**config.mk**
```make
export PLATFORM = sky130hd
export DESIGN_NAME = cia_queue
export DESIGN_NICKNAME = d
export VERILOG_FILES = /design/src/design/cia_pkg.sv /design/src/design/cia_queue.sv
export SDC_FILE = /design/constraint.sdc
export NUM_CORES = 1
export LEC_CHECK = 0
export BUFFER_PORTS_ARGS = -buffer_cell sky130_fd_sc_hd__buf_4
export CORE_ASPECT_RATIO = 0.8
export CORE_MARGIN = 2
export CORE_UTILIZATION = 40
export CTS_BUF_LIST = sky130_fd_sc_hd__clkbuf_2
export DETAILED_ROUTE_END_ITERATION = 8
export SYNTH_ARGS = -nofsm -noshare
export SYNTH_HDL_FRONTEND = slang
export SYNTH_SLANG_ARGS = --single-unit
```
**constraint.sdc**
```tcl
create_clock -name clk -period 11 [get_ports clk]
set_input_delay 2.2 -clock clk [delete_from_list [all_inputs] [get_ports clk]]
set_output_delay 2.2 -clock clk [all_outputs]
set_load 0.005 [all_outputs]
```
**src/design/cia_pkg.sv**
```systemverilog
// Shared types, constants and a helper function of the checked integer ALU.
`timescale 1ns / 1ps
package cia_pkg;

	localparam int DW     = 64;          // operand width
	localparam int HW     = (DW + 1) / 2; // half width for the partial products
	localparam int PW     = 4 * HW;       // padded product width
	localparam int RW     = 64;          // result field width
	localparam int OPW    = 64;          // operand field width on the port
	localparam int FUNC_W = 3;
	localparam int ERR_W  = 2;
	localparam int QDEPTH = 4;
	localparam int QAW    = $clog2(QDEPTH);

	typedef enum logic [FUNC_W-1:0] {
		OP_ADD = 3'd0,
		OP_SUB = 3'd1,
		OP_MUL = 3'd2,
		OP_DIV = 3'd3,
		OP_MOD = 3'd4,
		OP_AND = 3'd5,
		OP_OR  = 3'd6,
		OP_XOR = 3'd7
	} op_t;

	typedef enum logic [ERR_W-1:0] {
		ERR_OK   = 2'd0,
		ERR_OVF  = 2'd1,
		ERR_ZERO = 2'd2
	} err_t;

	// Classified item as handed from the front end to the execution pipeline.
	typedef struct packed {
		op_t            op;
		logic [DW-1:0]  a;
		logic [DW-1:0]  b;
		logic [DW-1:0]  ma;
		logic [DW-1:0]  mb;
		logic           neg_a;
		logic           neg_b;
		err_t           err;
	} item_t;

	typedef struct packed {
		logic           valid;
		op_t            op;
		err_t           err;
		logic           neg_a;
		logic           neg_b;
		logic [DW-1:0]  res;
		logic [DW-1:0]  rem;
		logic [DW-1:0]  qd;
		logic [DW-1:0]  mb;
	} stage_t;

	// One restoring division step: returns the new remainder above the new
	// dividend/quotient shift word.
	function automatic logic [2*DW-1:0] div_step(input logic [DW-1:0] rem,
		input logic [DW-1:0] qd, input logic [DW-1:0] mb);
		logic [DW:0] t;
		logic [DW:0] d;
		t = {rem, qd[DW-1]};
		d = t - {1'b0, mb};
		if (!d[DW]) begin
			return {d[DW-1:0], qd[DW-2:0], 1'b1};
		end
		return {t[DW-1:0], qd[DW-2:0], 1'b0};
	endfunction

endpackage

```
**src/design/cia_queue.sv**
```systemverilog
// Short queue of classified items between the front end and the pipeline.
`timescale 1ns / 1ps
module cia_queue import cia_pkg::*; (
	input  logic   clk,
	input  logic   arst_n,
	input  logic   push,
	input  item_t  push_item,
	output logic   push_ready,
	input  logic   pop,
	output item_t  head,
	output logic   head_valid
);

	item_t          mem_q [QDEPTH];
	logic [QAW-1:0] wr_q;
	logic [QAW-1:0] rd_q;
	logic [QAW:0]   cnt_q;
	logic           do_push;
	logic           do_pop;

	assign push_ready = (cnt_q != (QAW+1)'(QDEPTH));
	assign head_valid = (cnt_q != '0);
	assign head       = mem_q[rd_q];
	assign do_push    = push && push_ready;
	assign do_pop     = pop && head_valid;

	always_ff @(posedge clk or negedge arst_n) begin
		if (!arst_n) begin
			wr_q  <= '0;
			rd_q  <= '0;
			cnt_q <= '0;
		end else begin
			if (do_push) wr_q <= wr_q + 1'b1;
			if (do_pop) rd_q <= rd_q + 1'b1;
			if (do_push && !do_pop) begin
				cnt_q <= cnt_q + 1'b1;
			end else if (do_pop && !do_push) begin
				cnt_q <= cnt_q - 1'b1;
			end
		end
	end

	always_ff @(posedge clk) begin
		if (do_push) mem_q[wr_q] <= push_item;
	end

endmodule

```
==> reports/qor.yml <==
status: "finished, final reports clean"
drt-total-wl_mm: 80.9
ctsHoldBuffers: 0
grt_setup_unrepaired: "no"
synth_top_family_by_area: "multiplexers"
cts_tree: "yes"
slew_viol_final: 0
skew_ps: 121
layout.nets: 2456
fin_util_pct: 48.3
drive_above_1_share_pct: 51.9
clock-root-buffer: "clkbuf_2"
placed_area_um2: 43800
ys_seq_area_share_pct: 82.3
start_kind: "flop"
synth_xor_area_share_pct: 0.136
postCtsSetupRepairBufs: 0
setup_violations: 0
drc: 0
cellLeakagePower_nw: 15.9
ios: 532
hold_viol_final: 0
worst-endpoint-arrival_ps: 4830
dp.final_hpwl_mm: 46.9
die_w_um: 351
vias: 17800
grt_usage_pct: 16.2
grt_max_degree: 138
crit_path_end_kind: "output pin"
ir_worst_vdd_uv: 226
cts_made_buffers: 280
wl_per_cell_um: 22.2
core_um2: 95300
ys_ff_latch: 1059
clock_sink_count: 1059
finalInstanceArea_um2: 46000
drt_first_pass_iters: 4
finalCritPeriodShare_pct: 63.9
gp_congestion: 0.734
syn-num-nets: 1682
ant_nets: 0
synth_area_per_cell_um2: 27.4
cp_max_fo: 44
clock_latency_ps: 1470
antenna_found_initial: 14
post_cts_resized: 0
clock_path_buffers: 4
initial_core_util_pct: 40.5
drv_cap: 0
h-tree-depth: 5
ys_top_cells_by_area: "edfxtp_1 (82%), mux4_2 (15%), buf_12 (1.1%)"
synth.area.mux_share_pct: 15.4
max_freq_ghz: 0.142
dp_cells: 3188
synth_cells: 1409
port_buffers: 531
netlist_area_um2: 38600
synthToLayoutAreaGrowth_pct: 19.2
synthAdderAreaFrac_pct: 0.214
power_density_nw_per_um2: 254
drt_iter0_drc: 1006
grt_pass1_vias: 19300
synth_cell_types: 20
die_height_um: 282
grt_pass1_wl_mm: 118
design.die.area_um2: 99000
instances_no_fill: 3649
clk_pin_slew_ps: 100
period_minus_slack_ps: 7030
rows: 101
required_ps: 8800
grt.overflow.total: 0
worst_pin_slew_ps: 1280
synth_top_area_share_pct: 81.9
synth-compound-area-share_pct: 0.0292
criticalPathCategory: "reg2out"
fin_tns_setup_ps: 0
slew-limit-headroom_pct: 14.5
avgViaCountPerCell: 4.89
yosysWarnings: 0
yosysTopAreaCell: "edfxtp_1"
min_path_type: "in2async"
synth-simple-area-share_pct: 0.133
fill_cells: 7978
final timing paths:
path                          start  slack (ps)  cells past startpoint            to
setup / recovery            rd_q[0]        3970                      4     head[141]
hold / removal               arst_n         520                      1      cnt_q[1]
setup reg to reg           cnt_q[1]        7450                      5  mem_q[3][78]
hold reg to reg            cnt_q[2]         530                      1      cnt_q[2]
max in group asynchronous    arst_n       10290                      1      cnt_q[0]
min in group clk           cnt_q[2]         530                      1      cnt_q[2]
per-layer routing:
layer / up-vias / share of wire [%] / GRT usage [%]
li1: 7864 / - / -
met1: 9284 / 39 / 19.5
met2: 565 / 51 / 26.3
met5: - / 0.083 / 0
met4: 10 / 1.6 / 6.28
met3: 120 / 8.1 / 6.52
cell families (layout without fill, tap and decap cells):
group | after synthesis | in the layout
AO/OA/AOI/OAI | 1 | 1
AND/OR/NAND/NOR | 10 | 10
adder cells (fa/ha/maj) | 6 | 6
multiplexers | 265 | 265
buffers and inverters | 62 | 1002
flip-flops | 1059 | 1059
other | 0 | 13
XOR/XNOR | 6 | 6
layout make-up:
cell class	instances	area (um2)	share of cell area (%)
Antenna cell	13	32.5	0.0707
Clock buffer	383	1920	4.17
Clock inverter	65	274	0.596
Inverter	3	11.3	0.0245
Multi-Input combinational cell	288	6150	13.4
Sequential cell	1059	31800	69.1
Tap cell	1287	1610	3.50
Timing Repair Buffer	551	4210	9.16
synth_stat cells:
cell / number
edfxtp_1: 1052
nand3_1: 1
mux4_2: 263
nand2_1: 2
buf_4: 1
fa_1: 1
buf_12: 22
and2_1: 4
dfrtp_1: 7
mux2_2: 2
buf_2: 26
a21boi_2: 1
xor2_1: 2
or3_1: 1
nor2_1: 2
inv_1: 3
ha_1: 5
clkbuf_1: 3
xnor2_1: 4
buf_6: 7
layout by cell type (no fill, tap or decap):
| cell type | count |
|---|---|
| edfxtp_1 | 1052 |
| buf_4 | 545 |
| clkbuf_2 | 383 |
| mux4_2 | 263 |
| clkinv_1 | 51 |
| diode_2 | 13 |
| inv_2 | 10 |
| buf_12 | 6 |
| ha_1 | 5 |
| dfrtp_1 | 5 |
| and2_4 | 4 |
| xnor2_1 | 4 |
| inv_1 | 3 |
| clkinv_2 | 3 |
| nor2_1 | 2 |
| nand2_1 | 2 |
| mux2_2 | 2 |
| xor2_1 | 2 |
| dfrtp_4 | 2 |
| a21boi_2 | 1 |
| or3_1 | 1 |
| nand3_1 | 1 |
| fa_1 | 1 |
| bufinv_16 | 1 |
where the power goes:
part / internal (W) / switching (W)
combinational: 0.00191 / 0.00180
sequential: 0.00533 / 0.000216
clock: 0.000952 / 0.00149
total: 0.00819 / 0.00350
worst max-delay path: stages (launching register included):
cell and delay (ps):
dfrtp_4 930, buf_4 810, buf_4 760, mux4_2 630, buf_4 160
sequential cells by signal, indices dropped and copies added, names as in the netlist:
register and count:
wr_q 2, cnt_q 3, mem_q 1052, rd_q 2
metrics by stage:
stage / hold slack (ps) / total power (W) / setup WS, ps
global placement: 512 / 0.00941 / 5280
global route: 250 / 0.0124 / 3320
finish: 519 / 0.0117 / 3970
detailed placement: 518 / 0.00947 / 5230
CTS: 251 / 0.0120 / 3480
floorplan: 493 / 0.00795 / 1870
No activity file was read; power rests on OpenSTA's default activity.
