### config.mk
export PLATFORM = sky130hd
export DESIGN_NAME = cia_front
export DESIGN_NICKNAME = d
export VERILOG_FILES = /design/src/design/cia_pkg.sv /design/src/design/cia_front.sv
export SDC_FILE = /design/constraint.sdc
export NUM_CORES = 1
export LEC_CHECK = 0
export ABC_AREA = 1
export BUFFER_PORTS_ARGS = -buffer_cell sky130_fd_sc_hd__buf_2
export CORE_AREA = 2 2 228 230
export DETAILED_ROUTE_END_ITERATION = 7
export DIE_AREA = 0 0 230 232
export PLACE_DENSITY = 0.49
export SYNTH_ARGS = -nofsm -noshare
export SYNTH_HDL_FRONTEND = slang
export SYNTH_SLANG_ARGS = --single-unit
### constraint.sdc
create_clock -name clk -period 31.8 [get_ports clk]
set_input_delay 3.18 -clock clk [delete_from_list [all_inputs] [get_ports clk]]
set_output_delay 3.18 -clock clk [all_outputs]
set_load 0.03 [all_outputs]
### src/design/cia_pkg.sv
// Shared types, constants and a helper function of the checked integer ALU.
`timescale 1ns / 1ps
package cia_pkg;

	localparam int DW     = 64;          // operand width
	localparam int HW     = (DW + 1) / 2; // half width for the partial products
	localparam int PW     = 4 * HW;       // padded product width
	localparam int RW     = 64;          // result field width
	localparam int OPW    = 64;          // operand field width on the port
	localparam int FUNC_W = 3;
	localparam int ERR_W  = 2;
	localparam int QDEPTH = 4;
	localparam int QAW    = $clog2(QDEPTH);

	typedef enum logic [FUNC_W-1:0] {
		OP_ADD = 3'd0,
		OP_SUB = 3'd1,
		OP_MUL = 3'd2,
		OP_DIV = 3'd3,
		OP_MOD = 3'd4,
		OP_AND = 3'd5,
		OP_OR  = 3'd6,
		OP_XOR = 3'd7
	} op_t;

	typedef enum logic [ERR_W-1:0] {
		ERR_OK   = 2'd0,
		ERR_OVF  = 2'd1,
		ERR_ZERO = 2'd2
	} err_t;

	// Classified item as handed from the front end to the execution pipeline.
	typedef struct packed {
		op_t            op;
		logic [DW-1:0]  a;
		logic [DW-1:0]  b;
		logic [DW-1:0]  ma;
		logic [DW-1:0]  mb;
		logic           neg_a;
		logic           neg_b;
		err_t           err;
	} item_t;

	typedef struct packed {
		logic           valid;
		op_t            op;
		err_t           err;
		logic           neg_a;
		logic           neg_b;
		logic [DW-1:0]  res;
		logic [DW-1:0]  rem;
		logic [DW-1:0]  qd;
		logic [DW-1:0]  mb;
	} stage_t;

	// One restoring division step: returns the new remainder above the new
	// dividend/quotient shift word.
	function automatic logic [2*DW-1:0] div_step(input logic [DW-1:0] rem,
		input logic [DW-1:0] qd, input logic [DW-1:0] mb);
		logic [DW:0] t;
		logic [DW:0] d;
		t = {rem, qd[DW-1]};
		d = t - {1'b0, mb};
		if (!d[DW]) begin
			return {d[DW-1:0], qd[DW-2:0], 1'b1};
		end
		return {t[DW-1:0], qd[DW-2:0], 1'b0};
	endfunction

endpackage

### src/design/cia_front.sv
// Front end: accepts operand beats, classifies them and registers the result.
`timescale 1ns / 1ps
module cia_front import cia_pkg::*; (
	input  logic                 clk,
	input  logic                 arst_n,
	input  logic                 s_tvalid,
	output logic                 s_tready,
	input  logic [2*OPW-1:0]     s_tdata,  // left_operand, right_operand
	input  logic [FUNC_W-1:0]    s_tuser,  // func
	output logic                 push,
	output item_t                push_item,
	input  logic                 push_ready
);

	logic  valid_s1;
	item_t item_s1;
	item_t cls;
	logic  min_by_m1;

	always_comb begin
		cls.op    = op_t'(s_tuser);
		cls.a     = s_tdata[DW-1:0];
		cls.b     = s_tdata[OPW+DW-1:OPW];
		cls.neg_a = cls.a[DW-1];
		cls.neg_b = cls.b[DW-1];
		cls.ma    = cls.neg_a ? (DW'(0) - cls.a) : cls.a;
		cls.mb    = cls.neg_b ? (DW'(0) - cls.b) : cls.b;
		min_by_m1 = (cls.a == {1'b1, {(DW-1){1'b0}}}) && (cls.b == {DW{1'b1}});
		cls.err   = ERR_OK;
		if (cls.op == OP_DIV || cls.op == OP_MOD) begin
			if (cls.b == '0) begin
				cls.err = ERR_ZERO;
			end else if (min_by_m1) begin
				cls.err = ERR_OVF;
			end
		end
	end

	assign s_tready  = !valid_s1 || push_ready;
	assign push      = valid_s1;
	assign push_item = item_s1;

	always_ff @(posedge clk or negedge arst_n) begin
		if (!arst_n) begin
			valid_s1 <= 1'b0;
		end else if (s_tready) begin
			valid_s1 <= s_tvalid;
		end
	end

	always_ff @(posedge clk) begin
		if (s_tready && s_tvalid) begin
			item_s1 <= cls;
		end
	end

endmodule

==> flow_metrics.env, run 1 <==
export IMPL_status="complete, no violations"
export IMPL_crit_top_cell="buf_2"
export IMPL_fillers=5348
export IMPL_syn_mean_instance_area_um2=9.98
export IMPL_io_pin_count=400
export IMPL_detail_route_wl_per_cell_um=18.6
export IMPL_path_cells="buf_2 > inv_1 > nand2_1 > buf_2"
export IMPL_cts_clk_slew_worst_paths_ns=0.06
export IMPL_antenna_left=0
export IMPL_hp_class="register to register"
export IMPL_clkLatencyLatePin_ns=0.58
export IMPL_rsz0062_at_grt="false"
export IMPL_cts_buffer_depth=3
export IMPL_synth_edff_count=259
export IMPL_areaGrowthSynthToFinish_pct=30.6
export IMPL_p_leak_nw=6.79
export IMPL_critPathBufInv=3
export IMPL_cts_setup_buffers=0
export IMPL_post_route_period_util_pct=21.4
export IMPL_ys_seq_area_share_pct=62.0
export IMPL_root_buffer="clkbuf_16"
export IMPL_postLayoutCoreUtil_pct=32.3
export IMPL_worst_setup_path_start_kind="input pin"
export IMPL_synth_seq_cells=260
export IMPL_finalHoldViolations=0
export IMPL_yosys_most_used_dff="edfxtp_1"
export IMPL_totalPowerFinal_mw=0.908
export IMPL_worstSetupPathType="input pin to output port"
export IMPL_p_per_area_mw_per_mm2=55.2
export IMPL_fin_tns_setup_ns=0
export IMPL_path_max_fanout=2
export IMPL_initial_utilization_pct=24.7
export IMPL_cts_sinks=260
export IMPL_slowest_stage="buf_2"
export IMPL_vias=10446
export IMPL_htreeDepth=1
export IMPL_worstMarginPinSlew_ns=0.972
export IMPL_grt_pass1_wl_um=65100
export IMPL_critPathCaptureType="output port"
export IMPL_antenna_found_initial=5
export IMPL_grt_util_all_layers_pct=16.2
export IMPL_setup_violations=0
export IMPL_multi_input_area_mm2=0.00429
export IMPL_die_area_mm2=0.0534
export IMPL_overflow=0
export IMPL_maxCapViolations=0
export IMPL_drtIter0Drc=531
export IMPL_drive_gt1_share_pct=30.4
export IMPL_grt_pass1_vias=10699
export IMPL_rows=83
export IMPL_postCtsResizedCells=0
export IMPL_synth_nets=1400
export IMPL_ir_drop_v=0.0000438
export IMPL_finalCriticalPeriod_ns=6.81
export IMPL_setup_ws_ns=24.99
export IMPL_required_ns=28.62
export IMPL_coreArea_mm2=0.0509
export IMPL_crit_family="buffers and inverters"
export IMPL_cts_inserted_buffers=31
export IMPL_hold_buffers=0
export IMPL_finClkSkew_ns=0.0309
export IMPL_fmax_ghz=0.147
export IMPL_final_seq_area_mm2=0.00780
export IMPL_slew_headroom_pct=35.2
export IMPL_dieHeight_um=232
export IMPL_syn_inst=1262
export IMPL_firstDrtPassIters=5
export IMPL_nNetsFinal=1820
export IMPL_drv_slew=0
export IMPL_cts_tree="built"
export IMPL_gp_congestion=0.925
export IMPL_arrival_ns=3.63
export IMPL_viasPerCell=4.37
export IMPL_wl_um=44500
export IMPL_port_buffers=399
export IMPL_die_w_um=230
export IMPL_ys_types=33
export IMPL_drc_errors=0
export IMPL_yosys_warnings=0
export IMPL_slowest_delay_ns=0.18
export IMPL_synth_area_mm2=0.0126
export IMPL_place_ws_ns=24.99
export IMPL_post_dp_hpwl_um=35500
export IMPL_async_reset_ff_share_pct=0.385
export IMPL_grt_max_degree=75
-- area by class of cell --
| cell class | count | share of cell area [%] |
|---|---|---|
| timing repair buffer | 405 | 12.4 |
| multi-input combinational | 875 | 26.1 |
| tap | 680 | 5.17 |
| clock inverter | 23 | 1.53 |
| clock buffer | 34 | 4.79 |
| inverter | 109 | 2.49 |
| antenna | 2 | 0.0304 |
| sequential | 260 | 47.5 |
-- placed cells by master, fill, tap and decap left out, drive strengths merged, types with 3 or more instances in the layout --
cell	netlist	layout
clkinv	1	11
o21ai	43	43
nand3	112	112
nand2	360	360
xnor2	34	34
inv	108	113
nand3b	9	9
nor3	6	6
buf	15	405
nand4	31	31
ha	3	3
clkinvlp	0	4
bufinv	0	4
a21oi	9	9
xor2	37	37
edfxtp	259	259
clkbuf	3	34
nor2	228	228
-- sequential cells by signal, indices dropped and copies added (netlist names) --
signal and flops:
push_item 259, push 1
-- per-stage QoR --
stage | std cells | hold WS, ns | cell area, um^2
global placement | 2329 | 0.560 | 15400
global route | 2387 | 0.615 | 16400
floorplan | 1262 | 0.895 | 12600
CTS | 2386 | 0.589 | 16400
finish | 2388 | 0.579 | 16400
detailed placement | 2329 | 0.572 | 15400
-- power breakdown --
part           switching [mW]  leakage, nW  internal, mW
clock                   0.147        0.502         0.213
sequential            0.00554         2.48         0.405
combinational           0.103         3.81        0.0343
total                   0.256         6.79         0.652
-- tightest hold or removal path: cells and delay by family, from the launching register on --
family           cells  cell delay, ns
flip-flops           1            0.40
AND/OR/NAND/NOR      2            0.15
-- path summary, 6_finish.rpt --
check | startpoint | end | slack [ns] | depth (start not counted)
worst max-delay path | push_ready | s_tready | 24.99 | 4
worst min-delay path | push | push | 0.58 | 2
worst max register to register | push | push_item[56] | 28.50 | 4
worst min register to register | push | push | 0.58 | 2
max in group asynchronous | arst_n | push | 29.35 | 1
min in group asynchronous | arst_n | push | 2.36 | 1
-- logic make-up after synthesis --
family / synth area share [%]
flops: 62.0
compound gates: 2.72
xor+xnor: 4.94
simple gates: 26.1
buf+inv: 4.01
fa+ha+maj: 0.298
-- cells in the mapped netlist, types with 3 or more instances --
| cell | n | area, um^2 |
|---|---|---|
| buf_4 | 4 | 30.0 |
| o21ai_0 | 27 | 135 |
| xnor2_1 | 34 | 298 |
| nor2_1 | 206 | 773 |
| buf_2 | 11 | 55.1 |
| nand3_1 | 108 | 541 |
| o21ai_4 | 4 | 65.1 |
| nand2_1 | 345 | 1290 |
| o21ai_2 | 10 | 87.6 |
| nor2_2 | 15 | 93.8 |
| nand3_2 | 3 | 30.0 |
| nand2_2 | 15 | 93.8 |
| a21oi_1 | 9 | 45.0 |
| nor2_4 | 5 | 56.3 |
| inv_1 | 106 | 398 |
| nand3b_1 | 7 | 52.6 |
| ha_1 | 3 | 37.5 |
| clkbuf_1 | 3 | 11.3 |
| nand4_1 | 31 | 194 |
| nor3_1 | 5 | 25.0 |
| edfxtp_1 | 259 | 7780 |
| xor2_1 | 37 | 324 |
-- per-layer routing --
layer	up-vias	wire (um)	part of all wire [%]	GRT usage (%)
met5	-	44	0.099	0
met4	6	1680	3.8	6.43
met3	83	3290	7.4	3.99
met2	390	22100	50	29.3
met1	4890	17400	39	18.4
li1	5077	-	-	-
Note: power is estimated with default switching activity, not from simulation.
==> run 2: changes to the inputs <==
==> config.mk (replaced) <==
export PLATFORM = sky130hd
export DESIGN_NAME = cia_front
export DESIGN_NICKNAME = d
export VERILOG_FILES = /design/src/design/cia_pkg.sv /design/src/design/cia_front.sv
export SDC_FILE = /design/constraint.sdc
export NUM_CORES = 1
export LEC_CHECK = 0
export ABC_AREA = 0
export BUFFER_PORTS_ARGS = -buffer_cell sky130_fd_sc_hd__buf_2
export CORE_AREA = 2 2 213 215
export DETAILED_ROUTE_END_ITERATION = 7
export DIE_AREA = 0 0 215 217
export PLACE_DENSITY = 0.51
export SYNTH_ARGS = -nofsm -noshare
export SYNTH_HDL_FRONTEND = slang
export SYNTH_SLANG_ARGS = --single-unit
==> constraint.sdc (replaced) <==
create_clock -name clk -period 5.95 [get_ports clk]
set_input_delay 0.595 -clock clk [delete_from_list [all_inputs] [get_ports clk]]
set_output_delay 0.595 -clock clk [all_outputs]
set_load 0.03 [all_outputs]
==> flow_metrics.env, run 2 <==
export IMPL_critPathBufInv=2
export IMPL_cts_sinks=260
export IMPL_cp_startpoint="s_tdata[1]"
export IMPL_status="complete, no violations"
export IMPL_synth_edff_count=259
export IMPL_rsz0062_at_grt="false"
export IMPL_grt_pass1_wl_um=48800
export IMPL_path_cells="buf_2 > inv_1 > ha_1 > or4b_2 > nor2_1 > nand4_1 > o31ai_1 > xnor2_1"
export IMPL_ys_top_cells_by_count="edfxtp_1, xnor2_1, o21ai_0"
export IMPL_yosys_top_cells_area="edfxtp_1, xnor2_1, o31ai_1, o21ai_0, o41ai_2"
export IMPL_worst_setup_path_start_kind="input pin"
export IMPL_slowest_stage="or4b_2"
export IMPL_die_w_um=215
export IMPL_port_buffers=399
export IMPL_synth_seq_cells=260
export IMPL_fin_tns_setup_ns=0
export IMPL_critPathCaptureType="register"
export IMPL_ir_drop_v=0.000175
export IMPL_io_pin_count=400
export IMPL_synth_top_cell_area_share_pct=70.9
export IMPL_path_max_fanout=7
export IMPL_crit_end="push_item[94]"
export IMPL_root_buffer="clkbuf_16"
export IMPL_yosys_warnings=0
export IMPL_mostFrequentLayoutCell="buf_2"
export IMPL_post_synth_top_count_cell="edfxtp_1"
export IMPL_dieHeight_um=217
export IMPL_viasPerCell=4.52
export IMPL_cts_buffer_depth=3
export IMPL_r2r_slack_ns=4.02
export IMPL_clkLatencyLatePin_ns=0.55
export IMPL_async_reset_ff_share_pct=0.385
export IMPL_coreArea_mm2=0.0447
export IMPL_reg2reg_depth=3
export IMPL_overflow=0
export IMPL_finalCriticalPeriod_ns=2.74
export IMPL_hp_class="input pin to register"
export IMPL_post_dp_hpwl_um=24900
export IMPL_initial_utilization_pct=24.5
export IMPL_p_per_area_mw_per_mm2=315
export IMPL_synth_top_cell_by_area="edfxtp_1"
export IMPL_antenna_found_initial=2
export IMPL_nNetsFinal=1249
export IMPL_p_leak_nw=5.24
export IMPL_firstDrtPassIters=5
export IMPL_areaGrowthSynthToFinish_pct=33.0
export IMPL_antenna_left=0
export IMPL_syn_inst=695
export IMPL_grt_max_degree=137
export IMPL_synth_area_mm2=0.0110
export IMPL_ys_types=40
export IMPL_setup_violations=0
export IMPL_finalHoldViolations=0
export IMPL_drc_errors=0
export IMPL_fmax_ghz=0.364
export IMPL_htreeDepth=1
export IMPL_largest_reg_flops=259
export IMPL_wl_um=33500
export IMPL_drtIter0Drc=523
export IMPL_drv_slew=0
export IMPL_arrival_ns=3.04
export IMPL_worstSetupPathType="input pin to register"
export IMPL_grt_pass1_vias=7471
export IMPL_crit_family="simple AND/OR/NAND/NOR gates"
export IMPL_final_cell_mix="buf_2, edfxtp_1, xnor2_1"
export IMPL_slowest_delay_ns=0.65
export IMPL_slew_headroom_pct=41.0
export IMPL_maxCapViolations=0
export IMPL_die_area_mm2=0.0467
export IMPL_fillers=4545
export IMPL_r2r_end="push_item[208]"
export IMPL_synth_nets=833
export IMPL_cts_inserted_buffers=29
export IMPL_postCtsResizedCells=0
export IMPL_yosys_most_used_dff="edfxtp_1"
export IMPL_drive_gt1_share_pct=42.7
export IMPL_post_route_period_util_pct=46.1
export IMPL_detail_route_wl_per_cell_um=19.4
export IMPL_required_ns=6.25
export IMPL_vias=7820
export IMPL_cts_tree="built"
export IMPL_finClkSkew_ns=0.00973
export IMPL_r2r_start="push"
export IMPL_grt_util_all_layers_pct=13.7
export IMPL_rows=78
export IMPL_cts_clk_slew_worst_paths_ns=0.06
export IMPL_syn_mean_instance_area_um2=15.8
export IMPL_gp_congestion=0.777
export IMPL_worst_path_stages=8
export IMPL_postLayoutCoreUtil_pct=32.7
export IMPL_worstMarginPinSlew_ns=0.876
export IMPL_ys_seq_area_share_pct=71.1
==> run 2: cell types whose count changed after synthesis, sizes merged, moves of 20 or more <==
cell   delta
inv     -102
nand2   -329
nand3    -97
nor2    -209
o31ai    +36
o41ai    +29
or4      +20
xnor2    +88
xor2     -37
==> run 2: stage by stage <==
step                cells  setup slack (ns)  total power [mW]  hold WS (ns)  cell area [um^2]
detailed placement   1679              2.70              2.91         0.372             13700
CTS                  1730              3.28              4.68         0.205             14600
floorplan             695              1.33              2.64         0.299             11000
finish               1732              3.21              4.60         0.252             14600
global route         1732              3.06              4.79         0.216             14600
global placement     1679              2.74              2.91         0.371             13700
==> run 2: kinds of logic (layout without fill, tap and decap cells) <==
logic type,Yosys count,after routing,share of synthesized area [%]
xor+xnor,122,122,9.74
simple gates,175,175,10.3
fa+ha+maj,3,3,0.342
flops,260,260,71.1
compound gates,109,109,7.54
buf+inv,26,461,1.03
other cells,0,2,0
==> run 2: worst min path at each step <==
stage	depth (start not counted)	slack [ns]	end	start
5_1_grt	1	0.22	push_item[262]	s_tuser[2]
3_5_place_dp	1	0.37	push	arst_n
3_3_place_gp	1	0.37	push	arst_n
6_report	1	0.25	push_item[261]	s_tuser[1]
4_1_cts	1	0.21	push_item[262]	s_tuser[2]
2_1_floorplan	0	0.30	push	arst_n
==> run 2: timing repair <==
action / 4_1_cts / 5_1_grt
hold buffers: 1 / 0
buffers inserted: 0 / 0
endpoints found under the hold margin: 1 / 0
==> run 2: power by group <==
part	total, mW	internal [mW]	switching (mW)	leakage [nW]
Clock	1.73	1.02	0.716	0.442
Combinational	0.670	0.187	0.483	2.32
Sequential	2.20	2.17	0.0274	2.48
==> run 2: area by class of cell <==
| cell class | instances | area [um^2] | share of cell area, % |
|---|---|---|---|
| flip-flops and latches | 260 | 7800 | 53.5 |
| diodes | 2 | 5.00 | 0.0343 |
| repair buffers | 405 | 2060 | 14.1 |
| clock buffers | 36 | 752 | 5.15 |
| multi-input cells | 409 | 3060 | 21.0 |
| well taps | 600 | 751 | 5.14 |
| inverters | 6 | 22.5 | 0.154 |
| clock inverters | 14 | 144 | 0.986 |
==> run 2: metal layers <==
metal	up-vias	part of all wire, %	global-route usage (%)
li1	3589	-	-
met2	288	50	23.0
met3	36	6.3	2.70
met5	-	0	0
met4	0	2.0	3.93
met1	3907	42	17.9
==> run 2: worst register-to-register path: stages (launching register included) <==
cell and delay [ns]:
dfrtp_1 0.38, nand2b_1 0.11, and2_4 0.34, buf_4 0.68
